$ cat config.mk
export PLATFORM = sky130hd
export DESIGN_NAME = modular_exponentiation_flat
export DESIGN_NICKNAME = d
export VERILOG_FILES = /design/src/mexp_pkg.sv /design/src/mexp_in_if.sv /design/src/mexp_out_if.sv /design/src/modular_exponentiation.sv /design/src/mexp_modmul.sv /design/src/mexp_seq.sv /design/src/flat_wrapper.sv
export SDC_FILE = /design/constraint.sdc
export NUM_CORES = 1
export LEC_CHECK = 0
export ABC_CLOCK_PERIOD_IN_PS = 7000
export BUFFER_PORTS_ARGS = -buffer_cell sky130_fd_sc_hd__buf_2
export CAP_MARGIN = 0
export CORE_ASPECT_RATIO = 0.7
export CORE_MARGIN = 3
export CORE_UTILIZATION = 30
export CTS_CLUSTER_DIAMETER = 120
export DETAILED_ROUTE_END_ITERATION = 10
export PLACE_DENSITY_LB_ADDON = 0.12
export RECOVER_POWER = 50
export SLEW_MARGIN = 20
export SYNTH_ARGS = -nofsm -noshare
export SYNTH_HDL_FRONTEND = slang
export SYNTH_SLANG_ARGS = --single-unit
export TNS_END_PERCENT = 30
$ cat constraint.sdc
create_clock -name i_clk -period 7 [get_ports i_clk]
set_input_delay 1.4 -clock i_clk [delete_from_list [all_inputs] [get_ports i_clk]]
set_output_delay 1.4 -clock i_clk [all_outputs]
set_load 0.05 [all_outputs]
$ cat src/mexp_pkg.sv
// Package for the modular exponentiation block.
// Holds the sequencer state type, the multiplier status struct and register indexes.
// No dependencies.
package mexp_pkg;

    // Configuration register indexes.
    localparam int CFG_IDX_W = 2;
    localparam logic [CFG_IDX_W-1:0] CFG_MODULUS     = 2'd0;
    localparam logic [CFG_IDX_W-1:0] CFG_ENCRYPT_EXP = 2'd1;
    localparam logic [CFG_IDX_W-1:0] CFG_DECRYPT_EXP = 2'd2;

    // Exponentiation sequencer states.
    typedef enum logic [2:0] {
        S_IDLE,
        S_RED,
        S_MUL,
        S_SQR,
        S_OUT
    } t_state;

    // Status of the shared modular multiplier.
    typedef struct packed {
        logic busy;
        logic done;
    } t_mul_stat;

endpackage

$ cat src/mexp_in_if.sv
// Input channel of the modular exponentiation block: selector and value.
// Depends on nothing.
interface mexp_in_if #(parameter int WIDTH = 16);
    logic             valid;
    logic             ready;
    logic             action;
    logic [WIDTH-1:0] value;

    modport source (output valid, output action, output value, input ready);
    modport sink   (input valid, input action, input value, output ready);
endinterface

$ cat src/mexp_out_if.sv
// Output channel of the modular exponentiation block: one result per beat.
// Depends on nothing.
interface mexp_out_if #(parameter int WIDTH = 16);
    logic             valid;
    logic             ready;
    logic [WIDTH-1:0] result;

    modport source (output valid, output result, input ready);
    modport sink   (input valid, input result, output ready);
endinterface

$ cat src/modular_exponentiation.sv
// Top level of the modular exponentiation block: configuration registers and sequencer.
// Depends on mexp_pkg, mexp_in_if, mexp_out_if, mexp_seq and mexp_modmul.
//
//  Channel   Dir   Beat contents
//  i_in      in    action (1 bit), value (VALUE_WIDTH bits)
//  o_out     out   result (VALUE_WIDTH bits)
//  i_cfg_*   in    write enable, register index, write data
//
// An item needs no multiplication when the exponent is 0 or 1, or the modulus is 0 or 1.
// Otherwise it takes the initial reduction and then M modular multiplications (up to
// 2 * VALUE_WIDTH - 1), all on the bit-serial multiplier, which handles one bit per
// cycle and then raises done.
// Synchronous active-low reset returns the registers to modulus 2, exponents 1.
// The next item is accepted while a finished result waits on a stalled output; a second
// finished result holds the sequencer until the first one is taken.
module modular_exponentiation import mexp_pkg::*; #(
    parameter int VALUE_WIDTH = 16
) (
    input  logic                   i_clk,
    input  logic                   i_rst_n,
    input  logic                   i_cfg_we,
    input  logic [CFG_IDX_W-1:0]   i_cfg_idx,
    input  logic [VALUE_WIDTH-1:0] i_cfg_data,
    mexp_in_if.sink                i_in,
    mexp_out_if.source             o_out
);
    logic [VALUE_WIDTH-1:0] r_modulus;
    logic [VALUE_WIDTH-1:0] r_enc_exp;
    logic [VALUE_WIDTH-1:0] r_dec_exp;

    // Configuration registers; writes to unused indexes are dropped.
    always_ff @(posedge i_clk) begin
        if (!i_rst_n) begin
            r_modulus <= VALUE_WIDTH'(2);
            r_enc_exp <= VALUE_WIDTH'(1);
            r_dec_exp <= VALUE_WIDTH'(1);
        end else if (i_cfg_we) begin
            case (i_cfg_idx)
                CFG_MODULUS:     r_modulus <= i_cfg_data;
                CFG_ENCRYPT_EXP: r_enc_exp <= i_cfg_data;
                CFG_DECRYPT_EXP: r_dec_exp <= i_cfg_data;
                default: begin
                end
            endcase
        end
    end

    mexp_seq #(.W(VALUE_WIDTH)) u_seq (
        .i_clk     (i_clk),
        .i_rst_n   (i_rst_n),
        .i_modulus (r_modulus),
        .i_enc_exp (r_enc_exp),
        .i_dec_exp (r_dec_exp),
        .i_in      (i_in),
        .o_out     (o_out)
    );

endmodule

$ cat src/mexp_modmul.sv
// Shared bit-serial modular multiplier: p = a * b mod m, one bit of a per cycle.
// Depends on mexp_pkg. Requires b < m and m >= 2; a may take any value.
module mexp_modmul import mexp_pkg::*; #(
    parameter int W = 16
) (
    input  logic         i_clk,
    input  logic         i_rst_n,
    input  logic         i_start,
    input  logic [W-1:0] i_a,
    input  logic [W-1:0] i_b,
    input  logic [W-1:0] i_m,
    output t_mul_stat    o_stat,
    output logic [W-1:0] o_p
);
    localparam int CW = $clog2(W);

    logic          r_busy;
    logic          r_done;
    logic [W-1:0]  r_a;
    logic [W-1:0]  r_b;
    logic [W-1:0]  r_m;
    logic [W-1:0]  r_p;
    logic [CW-1:0] r_cnt;

    logic [W:0]    m_ext;
    logic [W:0]    dbl;
    logic [W:0]    dbl_red;
    logic [W:0]    sum;
    logic [W:0]    sum_red;
    logic [W-1:0]  n_p;

    // One step of interleaved multiplication: double, reduce, add, reduce.
    always_comb begin
        m_ext   = {1'b0, r_m};
        dbl     = {r_p, 1'b0};
        dbl_red = (dbl >= m_ext) ? (dbl - m_ext) : dbl;
        sum     = dbl_red + {1'b0, (r_a[W-1] ? r_b : {W{1'b0}})};
        sum_red = (sum >= m_ext) ? (sum - m_ext) : sum;
        n_p     = sum_red[W-1:0];
    end

    // Control: busy after a start until the bit counter reaches zero, then a one-cycle done pulse.
    always_ff @(posedge i_clk) begin
        if (!i_rst_n) begin
            r_busy <= 1'b0;
            r_done <= 1'b0;
        end else begin
            r_done <= 1'b0;
            if (i_start) begin
                r_busy <= 1'b1;
            end else if (r_busy && (r_cnt == '0)) begin
                r_busy <= 1'b0;
                r_done <= 1'b1;
            end
        end
    end

    // Operands and partial product.
    always_ff @(posedge i_clk) begin
        if (i_start) begin
            r_a   <= i_a;
            r_b   <= i_b;
            r_m   <= i_m;
            r_p   <= '0;
            r_cnt <= CW'(W - 1);
        end else if (r_busy) begin
            r_a   <= {r_a[W-2:0], 1'b0};
            r_p   <= n_p;
            r_cnt <= r_cnt - 1'b1;
        end
    end

    assign o_stat.busy = r_busy;
    assign o_stat.done = r_done;
    assign o_p         = r_p;

endmodule

$ cat src/mexp_seq.sv
// Square-and-multiply sequencer with input handshake and output register.
// Depends on mexp_pkg, mexp_in_if, mexp_out_if and mexp_modmul.
module mexp_seq import mexp_pkg::*; #(
    parameter int W = 16
) (
    input  logic         i_clk,
    input  logic         i_rst_n,
    input  logic [W-1:0] i_modulus,
    input  logic [W-1:0] i_enc_exp,
    input  logic [W-1:0] i_dec_exp,
    mexp_in_if.sink      i_in,
    mexp_out_if.source   o_out
);
    t_state       r_state;
    t_state       n_state;
    logic [W-1:0] r_e;
    logic [W-1:0] n_e;
    logic [W-1:0] r_acc;
    logic [W-1:0] n_acc;
    logic [W-1:0] r_base;
    logic [W-1:0] n_base;
    logic         r_out_valid;
    logic [W-1:0] r_result;

    logic         mul_start;
    logic [W-1:0] mul_a;
    logic [W-1:0] mul_b;
    logic [W-1:0] mul_p;
    t_mul_stat    mul_stat;
    logic         load_out;
    logic [W-1:0] sel_exp;
    logic [W-1:0] e_shift;

    mexp_modmul #(.W(W)) u_modmul (
        .i_clk   (i_clk),
        .i_rst_n (i_rst_n),
        .i_start (mul_start),
        .i_a     (mul_a),
        .i_b     (mul_b),
        .i_m     (i_modulus),
        .o_stat  (mul_stat),
        .o_p     (mul_p)
    );

    assign i_in.ready   = (r_state == S_IDLE);
    assign o_out.valid  = r_out_valid;
    assign o_out.result = r_result;

    // Next state, multiplier requests and data updates.
    always_comb begin
        n_state   = r_state;
        n_e       = r_e;
        n_acc     = r_acc;
        n_base    = r_base;
        mul_start = 1'b0;
        mul_a     = mul_p;
        mul_b     = mul_p;
        load_out  = 1'b0;
        sel_exp   = i_in.action ? i_dec_exp : i_enc_exp;
        e_shift   = {1'b0, r_e[W-1:1]};
        case (r_state)
            S_IDLE: begin
                if (i_in.valid) begin
                    n_acc = i_in.value;
                    n_e   = sel_exp;
                    if ((i_modulus == '0) || (sel_exp[W-1:1] == '0)) begin
                        n_state = S_OUT;
                    end else if (i_modulus == W'(1)) begin
                        n_acc   = '0;
                        n_state = S_OUT;
                    end else begin
                        // Reduce the value first: value * 1 mod m.
                        n_acc     = W'(1);
                        mul_start = 1'b1;
                        mul_a     = i_in.value;
                        mul_b     = W'(1);
                        n_state   = S_RED;
                    end
                end
            end
            S_RED: begin
                if (mul_stat.done) begin
                    n_base    = mul_p;
                    mul_start = 1'b1;
                    if (r_e[0]) begin
                        mul_a   = r_acc;
                        n_state = S_MUL;
                    end else begin
                        n_state = S_SQR;
                    end
                end
            end
            S_MUL: begin
                if (mul_stat.done) begin
                    n_acc = mul_p;
                    if (e_shift == '0) begin
                        n_state = S_OUT;
                    end else begin
                        mul_start = 1'b1;
                        mul_a     = r_base;
                        mul_b     = r_base;
                        n_state   = S_SQR;
                    end
                end
            end
            S_SQR: begin
                if (mul_stat.done) begin
                    // The square retires the low exponent bit.
                    n_base    = mul_p;
                    n_e       = e_shift;
                    mul_start = 1'b1;
                    if (e_shift[0]) begin
                        mul_a   = r_acc;
                        n_state = S_MUL;
                    end else begin
                        n_state = S_SQR;
                    end
                end
            end
            S_OUT: begin
                if (!r_out_valid || o_out.ready) begin
                    load_out = 1'b1;
                    n_state  = S_IDLE;
                end
            end
            default: begin
                n_state = S_IDLE;
            end
        endcase
    end

    // State and output valid.
    always_ff @(posedge i_clk) begin
        if (!i_rst_n) begin
            r_state     <= S_IDLE;
            r_out_valid <= 1'b0;
        end else begin
            r_state <= n_state;
            if (load_out) begin
                r_out_valid <= 1'b1;
            end else if (o_out.ready) begin
                r_out_valid <= 1'b0;
            end
        end
    end

    // Working values and the result register.
    always_ff @(posedge i_clk) begin
        r_e    <= n_e;
        r_acc  <= n_acc;
        r_base <= n_base;
        if (load_out) begin
            r_result <= r_acc;
        end
    end

    // A multiplier result only arrives while a multiplication is expected.
    a_done_in_mul_state: assert property (@(posedge i_clk) disable iff (!i_rst_n)
        mul_stat.done |-> ((r_state == S_RED) || (r_state == S_MUL) || (r_state == S_SQR)))
        else $error("multiplier done outside a multiply state");

    // While waiting on the multiplier it is running or just finished.
    a_mul_active: assert property (@(posedge i_clk) disable iff (!i_rst_n)
        ((r_state == S_RED) || (r_state == S_MUL) || (r_state == S_SQR))
        |-> (mul_stat.busy || mul_stat.done))
        else $error("sequencer waits on an idle multiplier");

    // The exponent never runs out while squaring or multiplying.
    a_exp_nonzero: assert property (@(posedge i_clk) disable iff (!i_rst_n)
        ((r_state == S_MUL) || (r_state == S_SQR)) |-> (r_e != '0))
        else $error("exponent exhausted during exponentiation");

    // A result that is still waiting stays valid until the receiver takes it.
    a_no_overwrite: assert property (@(posedge i_clk) disable iff (!i_rst_n)
        (r_out_valid && !o_out.ready) |=> r_out_valid)
        else $error("pending result dropped");

endmodule

$ cat src/flat_wrapper.sv
// flat-port wrapper written by rule: the top's interface ports become plain ports
module modular_exponentiation_flat import mexp_pkg::*;
#(
    parameter int VALUE_WIDTH = 16
)
  (i_clk, i_rst_n, i_cfg_we, i_cfg_idx, i_cfg_data, i_in_valid, i_in_action, i_in_value, i_in_ready, o_out_valid, o_out_result, o_out_ready);
  mexp_in_if #(.WIDTH((16))) i_in_i ();
  mexp_out_if #(.WIDTH((16))) o_out_i ();
  input  logic i_clk;
  input  logic i_rst_n;
  input  logic i_cfg_we;
  input  logic [CFG_IDX_W-1:0] i_cfg_idx;
  input  logic [VALUE_WIDTH-1:0] i_cfg_data;
  input wire logic [$bits(i_in_i.valid)-1:0] i_in_valid;
  input wire logic [$bits(i_in_i.action)-1:0] i_in_action;
  input wire logic [$bits(i_in_i.value)-1:0] i_in_value;
  output wire logic [$bits(i_in_i.ready)-1:0] i_in_ready;
  output wire logic [$bits(o_out_i.valid)-1:0] o_out_valid;
  output wire logic [$bits(o_out_i.result)-1:0] o_out_result;
  input wire logic [$bits(o_out_i.ready)-1:0] o_out_ready;
  assign i_in_i.valid = i_in_valid;
  assign i_in_i.action = i_in_action;
  assign i_in_i.value = i_in_value;
  assign i_in_ready = i_in_i.ready;
  assign o_out_valid = o_out_i.valid;
  assign o_out_result = o_out_i.result;
  assign o_out_i.ready = o_out_ready;
  modular_exponentiation #(.VALUE_WIDTH(VALUE_WIDTH)) u_core (.i_clk(i_clk), .i_rst_n(i_rst_n), .i_cfg_we(i_cfg_we), .i_cfg_idx(i_cfg_idx), .i_cfg_data(i_cfg_data), .i_in(i_in_i), .o_out(o_out_i));
endmodule
; Word level (Yosys, flattened, before mapping)
; Cells that the tools add are included.
[op_classes]
mux = 53
bitwise_logic = 1
add_sub_neg = 4
eq_ne = 12
n_lt_le_gt_ge = 2
n_reduce_logical = 24
[op_table]
columns = cell, count
row1 = 16-bit two-way mux, 22
row2 = 16-bit case mux with 2 select lines, 3
row3 = 16-bit case mux with 4 select lines, 1
row4 = 17-bit by 16-bit greater-or-equal comparator with 1-bit output, 2
row5 = 15-bit logical NOT, 2
row6 = 3-bit two-way mux, 8
row7 = 17-bit by 16-bit adder with 17-bit output, 1
row8 = 17-bit two-way mux, 1
row9 = 17-bit by 16-bit subtractor with 17-bit output, 1
row10 = "16-bit by 1-bit equality test with 1-bit output, second input constant", 1
row11 = 16-bit logical NOT, 1
row12 = 1-bit two-way mux, 16
row13 = 16-bit subtractor, 1
row14 = 3-bit case mux with 5 select lines, 1
row15 = 2-bit nonzero test, 5
row16 = 2-bit AND reduction, 4
row17 = "3-bit by 2-bit equality test with 1-bit output, second input constant", 2
row18 = "2-bit by 1-bit inequality test with 1-bit output, second input constant", 3
row19 = 3-bit AND reduction, 2
row20 = 5-bit AND reduction, 1
row21 = 4-bit logical NOT, 1
row22 = "2-bit inequality test, second input constant", 2
row23 = 2-bit OR reduction, 2
row24 = "4-bit by 1-bit subtractor with 4-bit output, second input constant", 1
row25 = other kinds (11), 12
[word_totals]
wordCells = 112
reg_bits = 186

; Depth between registers and ports, before layout
; Gate-level depths: netlist of the first run.
[depth]
ltp_word = 7
mapped_depth = 31
depth_no_buf = 29

; Modules after synthesis
; Synthesis of the first run repeated with hierarchy kept, for this count alone.
[hier_totals]
cells_unflattened = 1142
hier_area_um2 = 11452.2
[by_module_without_submodules]
columns = module, n_inst, cells_each, seq_area_each_um2, area_each_um2
row1 = mexp_modmul, 1, 577, 1881.8, 5506.5
row2 = mexp_seq, 1, 387, 2001.9, 4088.9
row3 = modular_exponentiation, 1, 178, 960.9, 1856.8

; Worst setup path after synthesis of the first run
; Ideal clock, no wire load.
[synth_path]
kind = register to register
start = register u_core.u_seq.u_modmul.r_p[1], in the netlist u_core.u_seq.u_modmul.o_p[1]
end = register u_core.u_seq.u_modmul.r_p[12], in the netlist u_core.u_seq.u_modmul.o_p[12]
required_ps = 6867
arrival_time_ps = 6106
stages_incl_launch_ff = 31
setup_slack_ps = 761
path_cell_list = dfxtp_1 > ha_1 > nand3_1 > o21bai_1 > a21oi_1 > nor3_1 > o31ai_2 > clkbuf_1 > nand2_1 > o21ai_0 > ha_1 > a211o_1 > a21oi_1 > a221oi_1 > or4_1 > a311oi_1 > o21bai_1 > a21oi_1 > xnor2_1 > ha_1 > nand2_1 > nor2_1 > a221oi_1 > o32ai_1 > o31ai_1 > nand2b_1 > nor3_1 > mux2i_4 > buf_8 > mux2i_1 > a21oi_1
[synth_between]
elab_chain_len = 5
[synth_lines]
columns = element, line
row1 = start: declaration, mexp_modmul.sv:22  ; logic [W-1:0] r_p;
row2 = start signal: assignment, mexp_modmul.sv:68  ; r_p <= n_p;
row3 = 17-bit by 16-bit subtractor with 17-bit output or 17-bit by 16-bit greater-or-equal comparator with 1-bit output (tied branches), mexp_modmul.sv:36  ; dbl_red = (dbl >= m_ext) ? (dbl - m_ext) : dbl;
row4 = 17-bit two-way mux (*), mexp_modmul.sv:36
row5 = 17-bit by 16-bit adder with 17-bit output (*), mexp_modmul.sv:37  ; sum = dbl_red + {1'b0, (r_a[W-1] ? r_b : {W{1'b0}})};
row6 = 16-bit subtractor or 17-bit by 16-bit greater-or-equal comparator with 1-bit output (tied branches), mexp_modmul.sv:38  ; sum_red = (sum >= m_ext) ? (sum - m_ext) : sum;
row7 = 16-bit two-way mux (*), mexp_modmul.sv:38
; Mark *: on every way between the ends. The rest lies on a longest branch, timed or not.
; A chain may end at the register's enable or synchronous reset.

; Worst setup path in the final report of the first run
[layout_path]
start = register u_core.u_seq.u_modmul.r_m[4]
end = register u_core.u_seq.u_modmul.r_p[3], in the netlist u_core.u_seq.u_modmul.o_p[3]
[layout_between]
elab_chain_len = 5
[layout_lines]
columns = element, line
row1 = start: declaration, mexp_modmul.sv:21  ; logic [W-1:0] r_m;
row2 = start signal: assignment, mexp_modmul.sv:63  ; r_m <= i_m;
row3 = 17-bit by 16-bit subtractor with 17-bit output or 17-bit by 16-bit greater-or-equal comparator with 1-bit output (tied branches), mexp_modmul.sv:36
row4 = 17-bit two-way mux, mexp_modmul.sv:36
row5 = 17-bit by 16-bit adder with 17-bit output, mexp_modmul.sv:37
row6 = 17-bit by 16-bit greater-or-equal comparator with 1-bit output or 16-bit subtractor (tied branches), mexp_modmul.sv:38
row7 = 16-bit two-way mux (*), mexp_modmul.sv:38
; Marks and branches as above.

==> results.md, run 1 <==
Route:
- The iteration-0 DRC count of the detailed router is 713.
- The detailed-route wire length is 29350 um.
- In this run the remaining antenna-violating nets after routing total 0.
- The per-cell via count in the routed design is 5.084.
- The average routed wire per standard cell is 19.16 um.
- Before antenna repair, the detailed router went through 6 iterations.
- For this block, the via count after detailed routing is a little under 8k.
- The residual DRC count is 0.

Worst setup path:
- The worst setup path is launched from a flip-flop.
- The worst register-to-register path ends at u_core.u_seq.u_modmul.o_p[3]$_SDFFE_PP0P_.
- At the worst endpoint, the arrival time is between 6 and 7 ns.
- The critical path in this run is classified as flip-flop to flip-flop.
- The critical path capture point type is a flip-flop.
- Counting cells, the worst reg-to-reg path comes to 29.
- The register-to-register setup slack is 0.54 ns.
- The launching instance or port of the critical path is u_core.u_seq.u_modmul.r_m[4]$_DFFE_PP_.
- The startpoint identified for the worst register-to-register timing path is u_core.u_seq.u_modmul.r_m[4]$_DFFE_PP_.
- The slowest stage of the critical path belongs to the cell sky130_fd_sc_hd__or4_1.
- The end of the critical path is u_core.u_seq.u_modmul.o_p[3]$_SDFFE_PP0P_.
- Of all nets on the critical path, the largest fanout is 13.
- The peak per-stage delay on the critical path is roughly 0.47 ns.
- The data required time at the worst endpoint is about 7.3 ns.

Placement:
- The congestion estimate from routability-driven global placement came to approximately 0.83.
- The count of input and output buffers is 57.
- The half-perimeter wire length of the detailed placement result is ~22000 um.
- The cell area reported after detailed placement is between 0.01 and 0.015 mm^2.

Synthesis:
- The synthesis-stage register bit count is 186.
- The share of async-settable or async-resettable flops after synthesis is 0.
- For this run, the number of Yosys warnings is 0.
- After technology mapping, the gate count stands at around 1.0k.
- Of the post-synthesis cell area, the dominant cell type holds 0.3305.
- The number of nets handed over by synthesis was about 1.1k.
- The area of the mapped netlist is just over 0.01 mm^2.
- Yosys mapped a number of flops with a built-in enable equal to ~110.
- The largest total area in the synthesized netlist belongs to sky130_fd_sc_hd__edfxtp_1.
- For this run, the register share of the synthesized area comes to 0.4761.
- Averaged over all synthesized cells, the footprint is between 9 and 10 um^2.
- In the synthesized netlist the dominant register cell turns out to be sky130_fd_sc_hd__edfxtp_1.
- Yosys attributes the largest share of cell area to sky130_fd_sc_hd__edfxtp_1 (33%), sky130_fd_sc_hd__dfxtp_1 (15%), sky130_fd_sc_hd__ha_1 (6.3%).
- The count of cell types in the netlist is between 60 and 70.

CTS:
- The clock tree synthesis step divided the H-tree into 4 levels.
- At the later pin of the worst-skew pair, clock insertion delay measures ~0.45 ns.
- TritonCTS built the clock tree.
- The library cell used as clock root buffer is sky130_fd_sc_hd__clkbuf_16.
- The number of clock buffers added by TritonCTS is 17.
- The number of sinks driven by the clock tree is about 190.
- The clock transition at the registers of the reported paths is 0.08 ns.
- The clock passes through at most 2 buffers.
- The post-CTS setup repair buffer count is 0.

Timing:
- Setup repair after global routing left no endpoint under its margin.
- The final-layout setup total negative slack is 0 ns.
- The final count of negative-setup-slack endpoints is 0.
- At the pin with the least slew margin, the transition time is roughly 2.1 ns.
- The achievable clock frequency is about 150 MHz.
- The smallest clock period supported by the final layout is computed as between 6 and 7 ns.
- The max-slew violation count is 55.
- The worst pin sits at a relative slew slack of -0.4306.
- Between clock sinks in the finished design, the worst skew comes to around 0.018 ns.
- The number of hold-slack violations in the final timing report is 0.
- The final period utilization is 0.9224.

Status:
- The checks that failed: max-capacitance violations, max-slew violations.
- The run finished, with violations left.

Die:
- The number of rows created at floorplan is 55.
- For this configuration, the core starts out at a cell density of 0.3094.
- 58 I/O pins were placed.
- Measured along the y axis, the die boundary spans 160.1 um.
- The die area is around 0.036 mm^2.
- The area of the core is about 0.033 mm^2.
- The die extent in x is between 200 and 250 um.

Final layout:
- The repair_antennas step left the layout with diodes totalling 0.
- The finished cells cover approximately 0.012 mm^2.
- After filler insertion, the fill cell instance count of the layout stands at roughly 3.4k.
- The area growth from synthesis to layout is 14.32%.
- The net count of the finished layout is ~1.2k.
- The ratio of cells with drive above 1 in the final layout is 0.1086.

Min path:
- In this run the worst hold path is classified as flip-flop to flip-flop.

Flow run:
- Across the run, the number of max-cap violations was 1.

GRT:
- The overall overflow remaining after global route is 0.
- The total global-route track usage is 0.1648.
- The initial antenna violation count is 0.
- The number of global-route vias before repair is 7448.
- The pin count of the biggest net entering global routing is 55.
- The first global-routing pass estimated 45500 um of wire.

Power and ir drop:
- Summed over all cells, the static leakage comes to between 0.004 and 0.005 uW.
- IR analysis of the VDD net gives a maximum drop of about 0.35 mV.
- Dividing total power by cell area gives a power density of between 500 and 600 mW/mm^2.
==> Yosys cell counts (4+ instances only) <==
cell type and count:
sky130_fd_sc_hd__a222oi_1 13, sky130_fd_sc_hd__xor2_1 8, sky130_fd_sc_hd__o21a_1 10, sky130_fd_sc_hd__edfxtp_1 112, sky130_fd_sc_hd__nor2_1 71, sky130_fd_sc_hd__nor3_1 15, sky130_fd_sc_hd__a31oi_1 4, sky130_fd_sc_hd__nand4_1 10
sky130_fd_sc_hd__nand3_1 14, sky130_fd_sc_hd__nor4_1 13, sky130_fd_sc_hd__and2_1 19, sky130_fd_sc_hd__nand2_1 144, sky130_fd_sc_hd__or3_1 6, sky130_fd_sc_hd__inv_1 40, sky130_fd_sc_hd__clkbuf_1 48, sky130_fd_sc_hd__nor2b_1 9
sky130_fd_sc_hd__dfxtp_1 74, sky130_fd_sc_hd__nand3b_1 8, sky130_fd_sc_hd__a22o_1 28, sky130_fd_sc_hd__a21o_1 15, sky130_fd_sc_hd__a21boi_0 49, sky130_fd_sc_hd__o21bai_1 6, sky130_fd_sc_hd__o21ai_0 50, sky130_fd_sc_hd__nand2b_1 8
sky130_fd_sc_hd__mux2_2 6, sky130_fd_sc_hd__mux2i_1 33, sky130_fd_sc_hd__xnor2_1 33, sky130_fd_sc_hd__a21oi_1 88, sky130_fd_sc_hd__ha_1 51
==> state kept, by name (all words and copies together) (netlist names), 16 cells and up <==
signal                     cells
u_core.r_dec_exp              16
u_core.r_enc_exp              16
u_core.r_modulus              16
u_core.u_seq.o_out.result     16
u_core.u_seq.r_acc            16
u_core.u_seq.r_base           16
u_core.u_seq.r_e              16
u_core.u_seq.u_modmul.o_p     16
u_core.u_seq.u_modmul.r_a     16
u_core.u_seq.u_modmul.r_b     16
u_core.u_seq.u_modmul.r_m     16
==> through the flow <==
step | total power [uW] | cells | util | hold WS [ns] | setup WS (ns)
3_5_place_dp | 5255 | 1500 | 0.3359 | 0.4385 | 0.3912
6_report | 6315 | 1532 | 0.3537 | 0.4576 | 0.5431
2_1_floorplan | 4238 | 1038 | - | 0.4262 | 0.7614
3_3_place_gp | 5293 | 1500 | 0.3359 | 0.4466 | 0.4872
4_1_cts | 6309 | 1532 | 0.3545 | 0.4576 | 0.3413
5_1_grt | 6804 | 1532 | 0.3537 | 0.4736 | 0.002754
==> report_power, final <==
group          switching (uW)  internal (uW)  total [uW]
registers                86.0           1340        1430
clock network             472            542        1010
logic                    2260           1610        3870
==> logic make-up (layout without fill, tap and decap cells) <==
family / Yosys count / in the layout / share of synthesized area
AND/OR/NAND/NOR: 337 / 337 / 0.1548
AO/OA/AOI/OAI: 290 / 290 / 0.1896
flip-flops: 186 / 186 / 0.4761
buffers and inverters: 90 / 157 / 0.03430
adder cells (fa/ha/maj): 54 / 54 / 0.06861
XOR/XNOR: 41 / 41 / 0.03529
multiplexers: 40 / 40 / 0.04131
==> cell type report <==
type	count	area, um^2	area share
clock inverters	15	186.4	0.01602
well taps	427	534.3	0.04592
inverters	40	150.1	0.01291
flip-flops and latches	186	4845	0.4164
repair buffers	85	444.2	0.03818
clock buffers	17	425.4	0.03657
multi-input cells	762	5049	0.4340
==> what timing repair did <==
item,in CTS,in global routing
gates resized for setup,0,7
endpoints found under the setup margin,0,16
hold buffers,0,0
hold endpoints to repair,0,0
==> worst min path at each step <==
stage                                                start                                      end  cells after the start
after global placement    u_core.u_seq.r_acc[12]$_DFFE_PP_  u_core.u_seq.o_out.result[12]$_DFFE_PP_                      0
final                     u_core.u_seq.r_acc[12]$_DFFE_PP_  u_core.u_seq.o_out.result[12]$_DFFE_PP_                      0
after detailed placement  u_core.u_seq.r_acc[12]$_DFFE_PP_  u_core.u_seq.o_out.result[12]$_DFFE_PP_                      0
after floorplan            u_core.u_seq.r_acc[4]$_DFFE_PP_   u_core.u_seq.o_out.result[4]$_DFFE_PP_                      0
after CTS                 u_core.u_seq.r_acc[12]$_DFFE_PP_  u_core.u_seq.o_out.result[12]$_DFFE_PP_                      0
after global routing      u_core.u_seq.r_acc[12]$_DFFE_PP_  u_core.u_seq.o_out.result[12]$_DFFE_PP_                      0
==> cell usage in the layout, fill, tap and decap left out, types with 6 or more instances in the layout <==
master	synthesis	layout
sky130_fd_sc_hd__xnor2_1	33	32
sky130_fd_sc_hd__edfxtp_1	112	112
sky130_fd_sc_hd__a222oi_1	13	13
sky130_fd_sc_hd__nand2b_1	8	8
sky130_fd_sc_hd__nor3_1	15	13
sky130_fd_sc_hd__a22o_1	28	28
sky130_fd_sc_hd__nor2_1	71	71
sky130_fd_sc_hd__o21bai_1	6	6
sky130_fd_sc_hd__mux2i_1	33	33
sky130_fd_sc_hd__xor2_1	8	7
sky130_fd_sc_hd__mux2_2	6	6
sky130_fd_sc_hd__nor4_1	13	13
sky130_fd_sc_hd__or3_1	6	6
sky130_fd_sc_hd__clkbuf_1	48	19
sky130_fd_sc_hd__clkbuf_16	0	17
sky130_fd_sc_hd__o21a_1	10	10
sky130_fd_sc_hd__nand2_1	144	144
sky130_fd_sc_hd__ha_1	51	51
sky130_fd_sc_hd__dfxtp_1	74	74
sky130_fd_sc_hd__nand3b_1	8	8
sky130_fd_sc_hd__nand4_1	10	10
sky130_fd_sc_hd__o21ai_0	50	49
sky130_fd_sc_hd__a21o_1	15	15
sky130_fd_sc_hd__inv_1	40	40
sky130_fd_sc_hd__nor2b_1	9	9
sky130_fd_sc_hd__buf_2	0	54
sky130_fd_sc_hd__nand3_1	14	14
sky130_fd_sc_hd__and2_1	19	18
sky130_fd_sc_hd__a21boi_0	49	49
sky130_fd_sc_hd__buf_4	0	11
sky130_fd_sc_hd__a21oi_1	88	87
==> layer usage <==
metal	GRT usage	part of all wire
met2	0.2025	0.37
met3	0.03620	0.044
met1	0.2815	0.58
met4	0.03069	0.0083
met5	0	0
==> critical path, delay by kind of cell (launching register included) <==
family | cells | cell delay [ns]
AOI/OAI and AO/OA | 12 | 2.26
xor gates and xnor gates | 1 | 0.24
adders and majority gates | 3 | 1.03
buffers and inverters | 2 | 0.28
DFF | 1 | 0.33
muxes | 3 | 0.73
and+or+nand+nor | 8 | 1.44
(Power assumes the default switching activity.)
==> run 2: changes to the inputs <==
--- a/config.mk
+++ b/config.mk
@@ -5,9 +5,9 @@
 export SDC_FILE = /design/constraint.sdc
 export NUM_CORES = 1
 export LEC_CHECK = 0
-export ABC_CLOCK_PERIOD_IN_PS = 7000
+export ABC_CLOCK_PERIOD_IN_PS = 7600
 export BUFFER_PORTS_ARGS = -buffer_cell sky130_fd_sc_hd__buf_2
-export CAP_MARGIN = 0
+export CAP_MARGIN = 20
 export CORE_ASPECT_RATIO = 0.7
 export CORE_MARGIN = 3
 export CORE_UTILIZATION = 30
@@ -18,5 +18,6 @@
 export SLEW_MARGIN = 20
 export SYNTH_ARGS = -nofsm -noshare
 export SYNTH_HDL_FRONTEND = slang
+export SYNTH_HIERARCHICAL = 1
 export SYNTH_SLANG_ARGS = --single-unit
 export TNS_END_PERCENT = 30
==> constraint.sdc (replaced) <==
create_clock -name i_clk -period 7.6 [get_ports i_clk]
set_input_delay 1.52 -clock i_clk [delete_from_list [all_inputs] [get_ports i_clk]]
set_output_delay 1.52 -clock i_clk [all_outputs]
set_load 0.05 [all_outputs]
==> results.md, run 2 <==
Worst setup path:
- STA classifies the critical path endpoint as a flip-flop.
- The critical path ends at u_core/u_seq/u_modmul/o_p[4]$_SDFFE_PP0P_.
- The register-to-register setup slack was 0.83 ns (+0.28 ns).
- The endpoint arrival time on the critical path was 7.11 ns (+0.34 ns).
- The launching point of the worst reg2reg path is u_core/u_seq/u_modmul/o_p[4]$_SDFFE_PP0P_.
- The worst setup path is launched from a flip-flop.
- The end of the worst register-to-register path is u_core/u_seq/u_modmul/o_p[4]$_SDFFE_PP0P_.
- The type of the setup path with the least slack is flip-flop to flip-flop.
- The maximum fanout along the worst path is 17 (+4).
- The launching instance or port of the critical path is u_core/u_seq/u_modmul/o_p[4]$_SDFFE_PP0P_.
- The worst-case reg-to-reg path depth is 22 (-24%).
- The data required time at the worst endpoint came to 7.93 ns (+0.62 ns).

Timing:
- The final critical path time including I/O delays and setup is 6.772 ns (+0.3155 ns).
- The actual transition at the worst max-transition pin is 2.993 ns (+0.8473 ns).
- The worst hold slack across all endpoints came to 0.4710 ns (+0.01345 ns).
- The final-layout setup total negative slack was 0 ns (unchanged).
- The setup slack after layout was 0.8276 ns (+0.2845 ns).
- Setup repair after global routing left no endpoint under its margin.
- The relative slew slack was -0.9955 (-0.5649).
- The number of hold-slack violations in the final timing report is 0 (unchanged).
- The achievable clock frequency is 147.7 MHz (-4.7%).
- The clock skew came to 0.01179 ns (-0.005772 ns).
- The max-slew violation count is 88 (+60%).
- The final period utilization is 0.8911 (-0.03131).
- The final count of negative-setup-slack endpoints came to 0 (unchanged).

Die:
- The count of pins on the block boundary was 58 (unchanged).
- The initial core utilization is 0.3058 (-0.003570).
- The height of the die was 169.4 um (+5.8%).
- The die extent in x is 239.5 um (+5.9%).
- The die area was 0.04057 mm^2 (+12%).
- The area of the core is 0.03743 mm^2 (+14%).
- The number of rows created at floorplan is 59 (+7.3%).

Min path:
- The class of the worst hold path is flip-flop to flip-flop.
- The worst hold path cell count was 0 (unchanged).

CTS:
- TritonCTS built the clock tree.
- The post-cts resize count came to 0 (unchanged).
- The clock transition at the registers of the reported paths was 0.07 ns (about the same).
- The clock latency on the worst-skew pair is 0.45 ns (about the same).
- The maximum count of clock buffers along a single path came to 2 (unchanged).
- The TritonCTS buffer count is 17 (unchanged).
- The post-CTS setup repair buffer count was 0 (unchanged).
- Clock tree synthesis selected as its root buffer the cell sky130_fd_sc_hd__clkbuf_16.
- The number of sinks driven by the clock tree is 186 (unchanged).
- The number of hold buffers added after cts is 0 (unchanged).
- The number of levels in the clock H-tree is 4 (unchanged).

Route:
- The post-detailed-route count of antenna-violating nets is 0 (unchanged).
- The residual DRC count is 0 (unchanged).
- The per-cell via count in the routed design is 5.273 (+3.7%).
- The average routed wire per standard cell is 19.80 um (+3.3%).
- The via count is 8858 (+14%).
- The iteration-0 DRC count of the detailed router came to 663 (-7.0%).
- The detailed-route wire length is 33260 um (+13%).
- The iteration count of the initial detailed-routing pass was 5 (-1).

GRT:
- The total global-route track usage came to 0.1667 (+0.001901).
- The global-route wire length before repair is 51870 um (+14%).
- The pin count of the biggest net entering global routing is 71 (+29%).
- The number of global-route vias before repair is 8537 (+15%).
- The overall overflow remaining after global route is 0 (unchanged).
- The initial antenna violation count was 3 (+3).

Power and ir drop:
- The proportion of power drawn by combinational gates was 0.610 (-0.003).
- The peak ir drop on the vdd network was 0.2697 mV (-24%).
- The clock network fraction of total power is 0.153 (-0.008).
- The standby leakage power came to 0.005305 uW (+17%).
- The net switching power is 2678 uW (-4.9%).
- The power density of the placed cells is 455.9 mW/mm^2 (-16%).
- The portion of total power attributed to sequential cells is 0.237 (+0.010).
- The total power of the final layout came to 5786 uW (-8.4%).
- The switching part of the total power was 0.4628 (+0.01671).
- The internal power is 3108 uW (-11%).

Final layout:
- Compared with the post-synthesis result, the final layout area differs by 10.89%.
- The final core area utilization is 0.3391 (-0.01459).
- The ratio of cells with drive above 1 in the final layout was 0.1384 (+0.02983).
- The net count of the finished layout is 1273 (+7.3%).
- The library cells used most frequently in the layout, excluding fill and tap cells, are sky130_fd_sc_hd__nand2_1 (134), sky130_fd_sc_hd__edfxtp_1 (112), sky130_fd_sc_hd__mux2i_1 (95).
- The antenna diode instance count is 0 (unchanged).
- Leaving out fill and tap cells, the most frequent cell in the layout is sky130_fd_sc_hd__nand2_1.

Placement:
- The half-perimeter wire length of the detailed placement result was 24870 um (+14%).
- The count of input and output buffers is 57 (unchanged).
- The post-placement setup slack is 0.8353 ns (+0.4441 ns).
- The last weighted congestion value of the routability-driven placer is 0.8291 (-0.41%).

Synthesis:
- The number of nets in the synthesized netlist is 1235 (+9.1%).
- The instance count of the mapped netlist is 1141 (+9.9%).
- The area of the mapped netlist was 0.01144 mm^2 (+12%).
- The total of warnings raised by yosys is 6 (+6).
- The average instance area after synthesis is 10.03 um^2 (+2.3%).

Status:
- The run finished, with violations left.
- The final reports fail on max-capacitance violations, max-slew violations.

Flow run:
- The reported max-cap violation count is 2 (+1).
## run 2: power by group through the flow
| stage | sequential [uW] | clock, uW | combinational (uW) |
|---|---|---|---|
| floorplan | 1350 | 0 | 2660 |
| global placement | 1400 | 0 | 3520 |
| detailed placement | 1390 | 0 | 3500 |
| CTS | 1370 | 918 | 3520 |
| global route | 1390 | 958 | 3930 |
| finish | 1370 | 885 | 3530 |
## run 2: layout make-up
| cell class | instances | area [um^2] |
|---|---|---|
| Sequential cell | 186 | 4845 |
| Timing Repair Buffer | 78 | 414.1 |
| Tap cell | 488 | 610.6 |
| Multi-Input combinational cell | 845 | 6065 |
| Clock inverter | 10 | 80.08 |
| Inverter | 51 | 191.4 |
| Clock buffer | 22 | 485.5 |
| Fill cell | 3811 | 24740 |
## run 2: critical path: stages (launching register included)
cell	delay [ns]
sky130_fd_sc_hd__dfxtp_1	0.43
sky130_fd_sc_hd__ha_1	0.45
sky130_fd_sc_hd__nand3_1	0.17
sky130_fd_sc_hd__a41o_1	0.29
sky130_fd_sc_hd__a31oi_1	0.35
sky130_fd_sc_hd__o21a_1	0.42
sky130_fd_sc_hd__buf_4	0.30
sky130_fd_sc_hd__mux2_2	0.36
sky130_fd_sc_hd__ha_1	0.33
sky130_fd_sc_hd__a21oi_1	0.24
sky130_fd_sc_hd__nand2_1	0.10
sky130_fd_sc_hd__o311ai_1	0.43
sky130_fd_sc_hd__nand2b_1	0.09
sky130_fd_sc_hd__a211oi_1	0.23
sky130_fd_sc_hd__nor2_1	0.11
sky130_fd_sc_hd__ha_1	0.41
sky130_fd_sc_hd__and4_1	0.24
sky130_fd_sc_hd__nand3_1	0.07
sky130_fd_sc_hd__or3_1	0.36
sky130_fd_sc_hd__and3_1	0.18
sky130_fd_sc_hd__nor2_1	0.49
sky130_fd_sc_hd__nor3_4	0.20
sky130_fd_sc_hd__a2111oi_1	0.38
## run 2: metrics by stage
step | std cells | cell area [um^2]
final | 1680 | 12690
after global routing | 1680 | 12690
after CTS | 1680 | 12730
after detailed placement | 1648 | 12160
after global placement | 1647 | 12150
after floorplan | 1141 | 11440
## run 2: how the worst min path moves through the flow
stage / startpoint / to / slack [ns]
2_1_floorplan: u_core/u_seq/r_acc[0]$_DFFE_PP_ / u_core/u_seq/o_out.result[0]$_DFFE_PP_ / 0.43
5_1_grt: u_core/u_seq/r_acc[14]$_DFFE_PP_ / u_core/u_seq/o_out.result[14]$_DFFE_PP_ / 0.49
4_1_cts: u_core/r_modulus[6]$_SDFFE_PN0P_ / u_core/u_seq/u_modmul/r_m[6]$_DFFE_PP_ / 0.47
3_3_place_gp: u_core/r_modulus[6]$_SDFFE_PN0P_ / u_core/u_seq/u_modmul/r_m[6]$_DFFE_PP_ / 0.44
6_report: u_core/r_modulus[6]$_SDFFE_PN0P_ / u_core/u_seq/u_modmul/r_m[6]$_DFFE_PP_ / 0.47
3_5_place_dp: u_core/r_modulus[5]$_SDFFE_PN0P_ / u_core/u_seq/u_modmul/r_m[5]$_DFFE_PP_ / 0.45
## run 2: per-layer routing
metal,vias up,GRT usage,part of all wire
li1,4345,-,-
met1,4312,0.2684,0.56
met3,21,0.02713,0.034
met2,180,0.2281,0.39
met5,-,0,0
met4,0,0.03756,0.0090
==> run 3: changes to the inputs <==
--- a/config.mk
+++ b/config.mk
@@ -9,7 +9,6 @@
 export BUFFER_PORTS_ARGS = -buffer_cell sky130_fd_sc_hd__buf_2
 export CAP_MARGIN = 20
 export CORE_ASPECT_RATIO = 0.7
-export CORE_MARGIN = 3
 export CORE_UTILIZATION = 30
 export CTS_CLUSTER_DIAMETER = 120
 export DETAILED_ROUTE_END_ITERATION = 10
@@ -18,6 +17,5 @@
 export SLEW_MARGIN = 20
 export SYNTH_ARGS = -nofsm -noshare
 export SYNTH_HDL_FRONTEND = slang
-export SYNTH_HIERARCHICAL = 1
 export SYNTH_SLANG_ARGS = --single-unit
 export TNS_END_PERCENT = 30
==> results.md, run 3 (synthesis results as in run 1) <==
CTS:
- The clock latency on the worst-skew pair is 0.44 ns (about the same).
- The post-cts resize count is 0 (unchanged).
- The clock transition at the registers of the reported paths is 0.07 ns (about the same).
- The post-CTS setup repair buffer count was 0 (unchanged).
- The number of sinks driven by the clock tree is 186 (unchanged).
- The number of levels in the clock H-tree is 4 (unchanged).
- The root buffer cell chosen for the clock tree is sky130_fd_sc_hd__clkbuf_16.
- TritonCTS built the clock tree.
- The TritonCTS buffer count is 17 (unchanged).
- The maximum count of clock buffers along a single path is 2 (unchanged).
- The number of hold buffers added after cts is 0 (unchanged).

Timing:
- The setup slack after layout is 0.6660 ns (-0.1616 ns).
- The final count of negative-setup-slack endpoints is 0 (unchanged).
- The clock skew is 0.009937 ns (-0.001854 ns).
- The final critical path time including I/O delays and setup was 6.934 ns (+0.1616 ns).
- Setup repair after global routing left no endpoint under its margin.
- The final period utilization is 0.9124 (+0.02127).
- The max-slew violation count came to 55 (-38%).
- The number of hold-slack violations in the final timing report came to 0 (unchanged).
- The actual transition at the worst max-transition pin is 2.086 ns (-0.9069 ns).
- The relative slew slack came to -0.3909 (+0.6046).
- The final-layout setup total negative slack is 0 ns (unchanged).
- The achievable clock frequency is 144.2 MHz (-2.3%).

Die:
- The area of the core is 0.03342 mm^2 (-11%).
- The die extent in x is 222.1 um (-7.2%).
- The initial core utilization is 0.3045 (-0.001317).
- The count of pins on the block boundary is 58 (unchanged).
- The die area is 0.03467 mm^2 (-15%).
- The height of the die is 156.1 um (-7.9%).
- The number of rows created at floorplan is 56 (-5.1%).

Status:
- The checks that failed: max-capacitance violations, max-slew violations.
- The flow ran to the end, but the final reports show violations.

Flow run:
- The reported max-cap violation count is 1 (-1).

Power and ir drop:
- The standby leakage power was 0.004467 uW (-16%).
- The peak ir drop on the vdd network is 0.2223 mV (-18%).
- The power density of the placed cells is 495.1 mW/mm^2 (+8.6%).

Min path:
- The class of the worst hold path is flip-flop to flip-flop.

Worst setup path:
- The critical path capture point type is a flip-flop.
- The endpoint arrival time on the critical path came to 7.24 ns (+0.13 ns).
- The critical path is of the flip-flop to flip-flop type.
- The maximum fanout along the worst path was 12 (-5).
- The data required time at the worst endpoint is 7.90 ns (-0.03 ns).
- The most frequent cell on the critical path is sky130_fd_sc_hd__a21oi_1.
- The kind of start point of the critical path is a flip-flop.
- The peak per-stage delay on the critical path is 0.53 ns (+0.04 ns).
- The slowest stage of the critical path is the sky130_fd_sc_hd__dfxtp_1 cell.

Placement:
- The count of input and output buffers was 57 (unchanged).
- The post-placement setup slack is 0.7605 ns (-0.07472 ns).
- The last weighted congestion value of the routability-driven placer is 0.8436 (+1.7%).
- The half-perimeter wire length of the detailed placement result is 21620 um (-13%).

Route:
- The detailed-route wire length was 29430 um (-12%).
- The iteration count of the initial detailed-routing pass was 5 (unchanged).
- The via count is 7951 (-10%).
- The iteration-0 DRC count of the detailed router is 689 (+3.9%).
- The per-cell via count in the routed design came to 5.170 (-2.0%).
- The post-detailed-route count of antenna-violating nets is 0 (unchanged).
- The residual DRC count came to 0 (unchanged).
- The average routed wire per standard cell is 19.14 um (-3.3%).

Final layout:
- Leaving out fill and tap cells, the most frequent cell in the layout is sky130_fd_sc_hd__nand2_1.
- The area growth from synthesis to layout is 13.27%.
- In the layout the commonest cells are sky130_fd_sc_hd__nand2_1 (144), sky130_fd_sc_hd__edfxtp_1 (112), sky130_fd_sc_hd__a21oi_1 (87).
- The ratio of cells with drive above 1 in the final layout is 0.1025 (-0.03588).
- The net count of the finished layout is 1183 (-7.1%).

GRT:
- The initial antenna violation count is 0 (-3).
- The global-route wire length before repair came to 45310 um (-13%).
- The overall overflow remaining after global route came to 0 (unchanged).
- The number of global-route vias before repair came to 7375 (-14%).
- The pin count of the biggest net entering global routing came to 55 (-23%).
- The total global-route track usage is 0.1728 (+0.006177).
## run 3: worst paths after layout
path | slack (ns) | cells past startpoint | start | endpoint
min reg2reg | 0.46 | 0 | u_core.r_modulus[5]$_SDFFE_PN0P_ | u_core.u_seq.u_modmul.r_m[5]$_DFFE_PP_
max | 0.67 | 28 | u_core.u_seq.u_modmul.o_p[2]$_SDFFE_PP0P_ | u_core.u_seq.u_modmul.o_p[4]$_SDFFE_PP0P_
max reg2reg | 0.67 | 28 | u_core.u_seq.u_modmul.o_p[2]$_SDFFE_PP0P_ | u_core.u_seq.u_modmul.o_p[4]$_SDFFE_PP0P_
min | 0.46 | 0 | u_core.r_modulus[5]$_SDFFE_PN0P_ | u_core.u_seq.u_modmul.r_m[5]$_DFFE_PP_
## run 3: power by group
part / switching, uW / internal [uW] / leakage, uW
clock: 443 / 431 / 0.000264
sequential: 90.9 / 1240 / 0.00166
combinational: 2080 / 1420 / 0.00254
total: 2620 / 3090 / 0.00447
## run 3: per-stage QoR
stage	cells	cell area [um^2]	util	power, uW	hold WS [ns]
2_1_floorplan	1038	10180	-	3903	0.4262
3_3_place_gp	1505	11020	0.3298	4865	0.4520
3_5_place_dp	1505	11030	0.3300	4816	0.4472
4_1_cts	1537	11590	0.3467	5721	0.4645
5_1_grt	1537	11520	0.3448	6151	0.4762
6_report	1538	11530	0.3449	5707	0.4609
## run 3: area by class of cell
type,count,area (um^2)
Fill cell,3369,21900
Multi-Input combinational cell,762,5011
Sequential cell,186,4845
Tap cell,435,544.3
Clock buffer,17,425.4
Timing Repair Buffer,82,412.9
Inverter,40,150.1
Clock inverter,15,135.1
Antenna cell,1,2.502
## run 3: critical path: cells and delay by family, from the launching register on
kind,cells,cell delay [ns]
AND/OR/NAND/NOR,6,1.38
flip-flops,1,0.53
adder cells (fa/ha/maj),3,0.99
buffers and inverters,1,0.25
multiplexers,2,0.35
XOR/XNOR,1,0.24
AO/OA/AOI/OAI,15,3.06
## run 3: metal layers
layer  track usage  wire length (um)  share of wire  vias up
met3       0.02693              1321          0.045       15
met1        0.2933             17160           0.58     3830
li1              -                 -              -     3900
met2        0.2138             10660           0.36      206
met5             0                 0              0        -
met4       0.04134               291         0.0099        0
